<file path="src/rtl/core/mff_pkg.sv">
`default_nettype none
package mff_pkg;

	localparam int FRAME_BYTES = 8;
	localparam int POS_W = $clog2(FRAME_BYTES);
	localparam logic [POS_W-1:0] POS_FIRST = '0;
	localparam logic [POS_W-1:0] POS_CRC_LO = POS_W'(FRAME_BYTES - 2);
	localparam logic [POS_W-1:0] POS_LAST = POS_W'(FRAME_BYTES - 1);

	localparam logic [15:0] CRC_PRESET = 16'hFFFF;
	localparam logic [15:0] CRC_POLY = 16'hA001;

	localparam int SLOT_COUNT = 3;
	localparam int CFG_IDX_W = 2;
	localparam logic [CFG_IDX_W-1:0] REG_SLAVE_ADDR_0 = 2'd0;
	localparam logic [CFG_IDX_W-1:0] REG_SLAVE_ADDR_1 = 2'd1;
	localparam logic [CFG_IDX_W-1:0] REG_SLAVE_ADDR_2 = 2'd2;

	localparam logic [1:0] STATUS_OK = 2'd0;
	localparam logic [1:0] STATUS_ADDR = 2'd1;
	localparam logic [1:0] STATUS_CRC = 2'd2;

	localparam logic [1:0] SLOT_0 = 2'd0;
	localparam logic [1:0] SLOT_1 = 2'd1;
	localparam logic [1:0] SLOT_2 = 2'd2;

	typedef struct packed {
		logic       hit;
		logic [1:0] slot;
	} match_t;

	function automatic logic [15:0] crc16_byte(input logic [15:0] crc_in, input logic [7:0] b);
		logic [15:0] c;
		c = crc_in ^ {8'h00, b};
		for (int i = 0; i < 8; i++) begin
			if (c[0]) begin
				c = (c >> 1) ^ CRC_POLY;
			end else begin
				c = c >> 1;
			end
		end
		return c;
	endfunction

endpackage
`default_nettype wire

</file>
<file path="src/rtl/core/mff_addr_match.sv">
`default_nettype none
module mff_addr_match
	import mff_pkg::*;
(
	input  wire logic [7:0] addr,
	input  wire logic [7:0] slave_addr [SLOT_COUNT],
	output match_t          match
);

	// The lowest register index wins when several hold the same address.
	always_comb begin
		match.hit = 1'b1;
		match.slot = SLOT_0;
		if (slave_addr[0] == addr) begin
			match.slot = SLOT_0;
		end else if (slave_addr[1] == addr) begin
			match.slot = SLOT_1;
		end else if (slave_addr[2] == addr) begin
			match.slot = SLOT_2;
		end else begin
			match.hit = 1'b0;
			match.slot = SLOT_0;
		end
	end

endmodule
`default_nettype wire

</file>
<file path="config.mk">
export PLATFORM = sky130hd
export DESIGN_NAME = mff_addr_match
export DESIGN_NICKNAME = d
export VERILOG_FILES = /design/src/rtl/core/mff_pkg.sv /design/src/rtl/core/mff_addr_match.sv
export SDC_FILE = /design/constraint.sdc
export NUM_CORES = 1
export LEC_CHECK = 0
export BUFFER_PORTS_ARGS = -buffer_cell sky130_fd_sc_hd__buf_4
export CAP_MARGIN = 20
export CORE_AREA = 2 2 39 41
export DETAILED_ROUTE_END_ITERATION = 6
export DIE_AREA = 0 0 41 43
export PLACE_DENSITY = 0.57
export SETUP_SLACK_MARGIN = 0.1
export SKIP_LAST_GASP = 1
export SLEW_MARGIN = 20
export SYNTH_ARGS = -nofsm -noshare
export SYNTH_HDL_FRONTEND = slang
export SYNTH_SLANG_ARGS = --single-unit
</file>
<file path="constraint.sdc">
create_clock -name vclk -period 1.7
set_input_delay 0.085 -clock vclk [all_inputs]
set_output_delay 0.085 -clock vclk [all_outputs]
set_load 0.01 [all_outputs]
</file>
## Word level (Yosys, flattened, before mapping)

Cells that the tools add are included.

| storage, ports and cells | value |
|---|---|
| flip-flop bits (word level) | 0 |
| bits of input ports | 32 |
| output and inout bits | 3 |

| cells by class | value |
|---|---|
| equality and inequality tests | 3 |
| mux-type cells | 6 |

Operator list:

| cell | count |
|---|---|
| 8-bit equality test | 3 |
| 2-bit two-way mux | 3 |
| 1-bit two-way mux | 3 |

## Logic depth before layout (Yosys ltp)

Gate-level depths: netlist of run 1.

| depth | value |
|---|---|
| word-level depth | 4 |
| gate-level depth with buffers | 4 |
| depth with buffers taken out | 4 |

## Least setup slack after synthesis of run 1

Ideal clock, no wire load.

| path | value |
|---|---|
| path kind | input to output |
| start | in addr[5] |
| end | out match[1] in the netlist's numbering |
| arrival time | 0.830 ns |
| data required time | 1.615 ns |
| path slack | 0.785 ns |
| stages on the path | 4 |
| cells stage by stage | xor2_1 > nor4_2 > nand2_1 > nor3b_2 |

RTL lines:

| what | RTL line | text |
|---|---|---|
| start: declaration | mff_addr_match.sv:5 | `input wire logic [7:0] addr,` |
| end: declaration | mff_addr_match.sv:7 | `output match_t match` |

==> impl_metrics.json, run 1 <==
{
  "startpoint": "addr[6]",
  "routed_wl_um": 818,
  "p_sw_share_pct": 37.24,
  "ant_nets": 0,
  "synth_nets": 68,
  "min_from": "slave_addr[22]",
  "clockBufferCount": 0,
  "synthDistinctLibCells": 9,
  "nFillCells": 159,
  "postCtsHoldBufs": 0,
  "hold_viol_final": 0,
  "io_pins": 35,
  "seqCellArea_um2": 0,
  "yosys-top-cells-area": "xor2_1 (47%), xnor2_1 (24%), nor4_2 (8.5%), nand4_1 (4.2%), nor3b_2 (4.2%)",
  "cp_common_cell": "buf_4",
  "met1_length_um": 308,
  "rsz0062_at_grt": "false",
  "power_frac_clock_pct": 0,
  "finalSetupViolations": 0,
  "die_x_um": 41,
  "p_int_mw": 0.07976,
  "required_ps": 1620,
  "final_cells": 87,
  "ir_drop_uv": 86.54,
  "wl_met3_um": 73,
  "initial_core_util_pct": 21.34,
  "synth_top_area_share_pct": 47.46,
  "grt_use_total_pct": 9.790,
  "cp_slowest_stage_delay_ps": 290,
  "viasPerCell": 4.241,
  "nFlopsAndLatches": 0,
  "p_switching_mw": 0.04733,
  "antenna_cells": 0,
  "antenna_found_initial": 0,
  "coreArea_um2": 1384,
  "drive_above_1_share_pct": 53.52,
  "synthesis.area_um2": 295.3,
  "gp_congestion": 0.6071,
  "postCtsSetupBuffers": 0,
  "synth_cells": 36,
  "grt_pass1_vias": 362,
  "p_per_area_nw_per_um2": 219.9,
  "maxSlewViolCount": 0,
  "grt_overflow": 0,
  "top_layer": "met3",
  "startpoint_type": "primary input",
  "cts_resized": 0,
  "die_height_um": 43,
  "ys_warn_count": 0,
  "crit_arrival_ps": 1110,
  "p_leak_nw": 0.2706,
  "min_period_ps": 1190,
  "period_share_pct": 70.02,
  "io_buffers": 35,
  "yosysTopAreaCell": "xor2_1",
  "dp.cells": 87,
  "area_growth_pct": 95.76,
  "maxCapViolCount": 0,
  "num_rows": 14,
  "tightest_slew_ps": 258.9,
  "grt_pass1_wl_mm": 1.297,
  "routedWlPerCell_um": 9.402,
  "synth-seq-area-share_pct": 0,
  "drt_iter0_drc": 0,
  "slowest_stage": "nor4_2",
  "grt_max_degree": 4,
  "crit_chain": "buf_4 -> xor2_1 -> nor4_2 -> nand2_1 -> nor3b_2 -> buf_4",
  "vias": 369,
  "worstPathMaxFanout": 3,
  "nNetsFinal": 105,
  "hold_class": "primary input to output pin",
  "maxSlewHeadroom_pct": 82.58,
  "met2WireLength_um": 437,
  "fmax_mhz": 840.1,
  "path_class": "primary input to output pin",
  "drc": 0,
  "outcome": "finished clean",
  "fin_setup_tns_ps": 0,
  "power_frac_comb_pct": 100.0,
  "power.share.sequential_pct": 0,
  "drt-pass1-iter-count": 1,
  "avgSynthCellArea_um2": 8.202,
  "cp-end-kind": "output pin",
  "dieArea_um2": 1763
}
-- cell usage in the layout, fill, tap and decap left out --
cell type / count
nand2_1: 2
buf_4: 35
xor2_1: 16
nor4_1: 2
nor3b_2: 1
o211ai_1: 1
xnor2_1: 8
nor2_1: 2
nor4_2: 2
nand4_1: 2
-- cells in the mapped netlist --
| library cell | count |
|---|---|
| xnor2_1 | 8 |
| xor2_1 | 16 |
| nor4_1 | 2 |
| nand4_1 | 2 |
| nand2_1 | 2 |
| nor2_1 | 2 |
| o211ai_1 | 1 |
| nor3b_2 | 1 |
| nor4_2 | 2 |
-- worst paths after layout --
check	endpoint	slack [ps]	depth (start not counted)
worst max-delay path	match[1]	510	6
worst min-delay path	match[2]	640	5
-- layout make-up --
| class | count | area, um2 | share of cell area, % |
|---|---|---|---|
| Multi-Input combinational cell | 36 | 295.3 | 51.08 |
| Tap cell | 16 | 20.02 | 3.463 |
| Timing Repair Buffer | 35 | 262.8 | 45.45 |
-- power groups by stage --
stage                     logic [mW]  registers, mW  clock network, mW
after floorplan               0.0508              0                  0
after global placement         0.129              0                  0
after detailed placement       0.129              0                  0
after CTS                      0.130              0                  0
after global routing           0.140              0                  0
final                          0.127              0                  0
-- cells by family after synthesis --
| group | synth area share [%] |
|---|---|
| xor gates and xnor gates | 71.19 |
| and+or+nand+nor | 26.27 |
| AOI/OAI and AO/OA | 2.543 |
-- per-layer routing --
layer  global-route usage [%]  vias to the layer above
met1                    12.34                      157
met5                        0                        -
li1                         -                      195
met3                        0                        0
met4                        0                        0
met2                    18.44                       17
-- critical path, delay by kind of cell --
family	cells	cell delay (ps)
and+or+nand+nor	3	600
buffers and inverters	2	270
xor gates and xnor gates	1	160
-- metrics by stage --
| step | utilization (%) | cell area, um2 | setup WS [ps] | hold slack [ps] | power [mW] |
|---|---|---|---|---|---|
| final | 41.77 | 578.1 | 509.7 | 635.6 | 0.1271 |
| after global routing | 41.77 | 578.1 | 430.8 | 700.0 | 0.1399 |
| after CTS | 41.77 | 578.1 | 487.1 | 641.1 | 0.1300 |
| after detailed placement | 41.77 | 578.1 | 486.3 | 641.5 | 0.1295 |
| after global placement | 41.77 | 578.1 | 496.9 | 627.6 | 0.1286 |
| after floorplan | - | 295.3 | 784.7 | 408.1 | 0.05080 |
No activity file was read; power rests on OpenSTA's default activity.
==> inputs of run 2 (changes only) <==
Clock period 1.7 ns to 1.1 ns, I/O delays scaled along.
==> run 2 against run 1 <==
Largest cell class is now buffers. Critical path depth unchanged. Sequential cell count unchanged. Count of clock-buffer cells in the layout unchanged. Utilization increased by 7.7 points. Sequential share of layout area unchanged. Routed wire length increased by 7.1%. Worst setup slack got worse by 500 ps. Global-route usage increased by 0.40 points. First-iteration DRC count increased by 1. Via count increased by 5.7%. Cell count increased by 4.6%. Non-clock buffer count increased by 4.
==> impl_metrics.json, run 2 (same netlist as run 1, synthesis figures left out) <==
{
  "area_growth_pct": 131.8,
  "outcome": "finished clean",
  "maxSlewHeadroom_pct": 84.41,
  "num_rows": 14,
  "p_leak_nw": 0.3136,
  "vias": 390,
  "min_from": "slave_addr[21]",
  "die_height_um": 43,
  "die_x_um": 41,
  "final_util_pct": 49.46,
  "postPlaceCellArea_um2": 600.6,
  "worstPathMaxFanout": 2,
  "gp_congestion": 0.6108,
  "crit_arrival_ps": 1030,
  "min_to": "match[2]",
  "nFlopsAndLatches": 0,
  "ir_drop_uv": 100.2,
  "grt_pass1_wl_mm": 1.352,
  "coreArea_um2": 1384,
  "hold-path-cell-count": 5,
  "cp-end-kind": "output pin",
  "final_cells": 91,
  "design_area_um2": 684.4,
  "seqCellArea_um2": 0,
  "final_common_cell": "buf_4",
  "drt_iter0_drc": 1,
  "p_sw_share_pct": 35.35,
  "viasPerCell": 4.286,
  "io_buffers": 35,
  "grt_max_degree": 4,
  "drt-pass1-iter-count": 2,
  "grt_use_total_pct": 10.19,
  "grt_overflow": 0,
  "maxCapViolCount": 0,
  "power_mw": 0.2352,
  "rsz0062_at_grt": "true",
  "grt_pass1_vias": 388,
  "path_class": "primary input to output pin",
  "power.share.sequential_pct": 0,
  "p_int_mw": 0.1521,
  "io_pins": 35,
  "antenna_cells": 0,
  "hold_class": "primary input to output pin",
  "ant_nets": 0,
  "startpoint": "slave_addr[6]",
  "antenna_found_initial": 0,
  "required_ps": 1040,
  "p_switching_mw": 0.08315,
  "hold_viol_final": 0,
  "period_share_pct": 98.69,
  "maxSlewViolCount": 0,
  "dieArea_um2": 1763,
  "tightest_slew_ps": 231.9,
  "p_per_area_nw_per_um2": 343.7,
  "clockBufferCount": 0,
  "initial_core_util_pct": 21.34,
  "nNetsFinal": 109,
  "power_frac_clock_pct": 0,
  "finalSetupViolations": 0,
  "dp.cells": 90,
  "fmax_mhz": 921.2,
  "drive_above_1_share_pct": 62.67,
  "startpoint_type": "primary input",
  "final_cell_mix": "buf_4 (28), xor2_1 (14), buf_6 (10), xnor2_1 (7), nor4_2 (3)",
  "routed_wl_um": 876,
  "power_frac_comb_pct": 100.0,
  "drc": 0,
  "routedWlPerCell_um": 9.626,
  "min_period_ps": 1086
}
-- run 2: timing repair --
action                                  CTS  global route
hold buffers                              0             0
endpoints found under the setup margin    3             3
gates resized for setup                  14             3
buffers inserted                          1             0
pin swaps                                12             6
-- run 2: through the flow --
step	setup slack (ps)	setup TNS, ps	hold WS, ps
3_5_place_dp	-36.30	-36.30	570.0
2_1_floorplan	244.7	0	348.1
4_1_cts	13.14	0	590.5
6_report	14.43	0	585.9
3_3_place_gp	-48.05	-48.05	565.6
5_1_grt	-73.48	-99.66	628.7
-- run 2: per-layer routing --
metal / part of all wire, % / track usage [%] / wire length, um
met1: 34 / 12.03 / 298
met2: 56 / 20.00 / 494
met3: 9.5 / 0 / 83
met4: 0 / 0 / 0
met5: 0 / 0 / 0
-- run 2: area by class of cell --
type	instances	area, um2
Fill cell	152	699.4
Timing Repair Buffer	39	337.8
Multi-Input combinational cell	36	326.6
Tap cell	16	20.02
-- run 2: worst max-delay path by stage --
stage                     slack, ps  endpoint  cells past startpoint
after floorplan                 240  match[1]                      4
after global placement          -50  match[1]                      6
after detailed placement        -40  match[1]                      6
after CTS                        10  match[1]                      6
after global routing            -70  match[1]                      6
final                            10  match[1]                      6
-- run 2: power groups by stage --
stage          logic [mW]  clock network [mW]  registers [mW]
6_report            0.235                   0               0
4_1_cts             0.230                   0               0
5_1_grt             0.256                   0               0
3_5_place_dp        0.206                   0               0
3_3_place_gp        0.206                   0               0
2_1_floorplan      0.0785                   0               0
-- run 2: critical path, cell delays in order --
cell and delay (ps):
buf_6 100, xor2_2 160, nor4_2 290, nand2_1 120, nor3b_2 160, buf_4 140
==> inputs of run 3 (changes only) <==
Settings changed: ABC_AREA set to 1, PLACE_DENSITY 0.57 to 0.64.
==> run 3 against run 2 <==
Utilization is 0.81 points lower. Worst setup slack better by 150 ps. Area after synthesis up 29%.
==> impl_metrics.json, run 3 <==
{
  "synthMuxAreaShare_pct": 0,
  "synth_nets": 110,
  "io_pins": 35,
  "wl_met3_um": 94,
  "finalSetupViolations": 0,
  "drive_above_1_share_pct": 34.51,
  "grt_pass1_wl_mm": 1.311,
  "synth_compound_area_share_pct": 1.316,
  "fmax_mhz": 1073,
  "synth_cells": 78,
  "top_layer": "met3",
  "synth_common_cells": "nand2_1 (39), xnor2_1 (16), inv_1 (13)",
  "maxSlewHeadroom_pct": 89.08,
  "hold_viol_final": 0,
  "die_x_um": 41,
  "maxCapViolCount": 0,
  "viasPerCell": 3.953,
  "io_buffers": 35,
  "final_common_cell": "nand2_1",
  "drc": 0,
  "avgSynthCellArea_um2": 4.876,
  "met1_length_um": 373,
  "synth.most_common_cell": "nand2_1",
  "initial_core_util_pct": 27.49,
  "hold_class": "primary input to output pin",
  "seqCellArea_um2": 0,
  "tightest_slew_ps": 162.6,
  "area_growth_pct": 76.97,
  "routedWlPerCell_um": 7.209,
  "synthDistinctLibCells": 8,
  "routed_wl_um": 930,
  "nFillCells": 148,
  "postCtsHoldBufs": 0,
  "drt_iter0_drc": 9,
  "synthAdderAreaFrac_pct": 0,
  "synthXorXnorAreaFrac_pct": 36.84,
  "min_period_ps": 931.6,
  "period_share_pct": 84.70,
  "cp-end-kind": "output pin",
  "p_leak_nw": 0.4017,
  "grt_pass1_vias": 375,
  "nNetsFinal": 147,
  "maxSlewViolCount": 0,
  "grt_max_degree": 5,
  "synth_top_family_by_area": "simple AND/OR/NAND/NOR gates",
  "synth-simple-area-share_pct": 49.01,
  "power_mw": 0.2275,
  "fin_setup_tns_ps": 0,
  "nFlopsAndLatches": 0,
  "ant_nets": 0,
  "ys_warn_count": 0,
  "dieArea_um2": 1763,
  "grt_use_total_pct": 9.790,
  "postPlaceCellArea_um2": 663.1,
  "clockBufferCount": 0,
  "whs_ps": 572.0,
  "grt_overflow": 0,
  "final_cell_mix": "nand2_1 (39), buf_4 (35), xnor2_1 (15), inv_1 (13), nor2_1 (5)",
  "yosysTopAreaCell": "nand2_1",
  "worstPathMaxFanout": 4,
  "design_area_um2": 673.1,
  "vias": 510,
  "multi_input_area_um2": 341.6,
  "drt-pass1-iter-count": 4,
  "post-place-ws_ps": 158.4,
  "met2WireLength_um": 462,
  "ir_drop_uv": 111.8,
  "startpoint_type": "primary input",
  "antenna_cells": 0,
  "synth-seq-area-share_pct": 0,
  "coreArea_um2": 1384,
  "synth_top_area_share_pct": 38.49,
  "die_height_um": 43,
  "antenna_found_initial": 0,
  "outcome": "finished clean",
  "rsz0062_at_grt": "false",
  "required_ps": 1040,
  "gp_congestion": 0.6483,
  "timing.final.ws_setup_ps": 168.4,
  "p_per_area_nw_per_um2": 338.0,
  "path_class": "primary input to output pin",
  "place_hpwl_um": 865.7,
  "num_rows": 14,
  "yosys-top-cells-area": "nand2_1 (38%), xnor2_1 (37%), inv_1 (13%), nor2_1 (5.9%), nand2_2 (1.6%)",
  "synthesis.area_um2": 380.4,
  "crit_arrival_ps": 880
}
## run 3: cell types whose count changed in the layout (fill, tap and decap cells not counted), moves of 2 or more
cell / before / now
xnor2_1: 7 / 15
nor4_2: 3 / 0
xor2_2: 2 / 0
nand2_1: 2 / 39
buf_4: 28 / 35
buf_6: 10 / 0
inv_1: 0 / 13
nor2_1: 1 / 5
nand4_1: 2 / 0
xor2_1: 14 / 0
## run 3: power by group
group / switching (mW) / leakage [nW] / total [mW] / internal [mW]
Clock: 0 / 0 / 0 / 0
Combinational: 0.0892 / 0.402 / 0.228 / 0.138
Sequential: 0 / 0 / 0 / 0
## run 3: kinds of logic after synthesis
kind of cell / count (synthesis)
AO/OA/AOI/OAI: 1
XOR/XNOR: 16
buffers and inverters: 13
AND/OR/NAND/NOR: 48
## run 3: stage by stage
step | utilization, % | instances
after CTS | 47.92 | 129
after global placement | 47.92 | 129
after floorplan | - | 78
after detailed placement | 47.92 | 129
after global routing | 48.64 | 129
final | 48.64 | 129
## run 3: critical path, stage by stage
cell     delay, ps
buf_4          130
xnor2_1        140
nand2_1         70
nor2_1         160
nand2_1         90
nand2_1         80
nor2_2          30
buf_4          130
## run 3: per-layer routing
metal	global-route usage [%]	vias up
met1	11.71	199
met4	0	0
li1	-	294
met3	1.047	0
met5	0	-
met2	18.44	17
## run 3: layout make-up
| class | instances | share of cell area, % |
|---|---|---|
| multi-input cells | 65 | 50.74 |
| repair buffers | 35 | 39.03 |
| inverters | 13 | 7.249 |
| well taps | 16 | 2.974 |
## run 3: what timing repair did
action / CTS / global route
buffers inserted: 0 / 0
endpoints found under the setup margin: 0 / 1
resized for setup: 0 / 2
hold endpoints to repair: 0 / 0
## run 3: final timing paths
| kind | startpoint | end | cells past startpoint |
|---|---|---|---|
| max | addr[0] | match[1] | 8 |
| min | slave_addr[1] | match[1] | 7 |
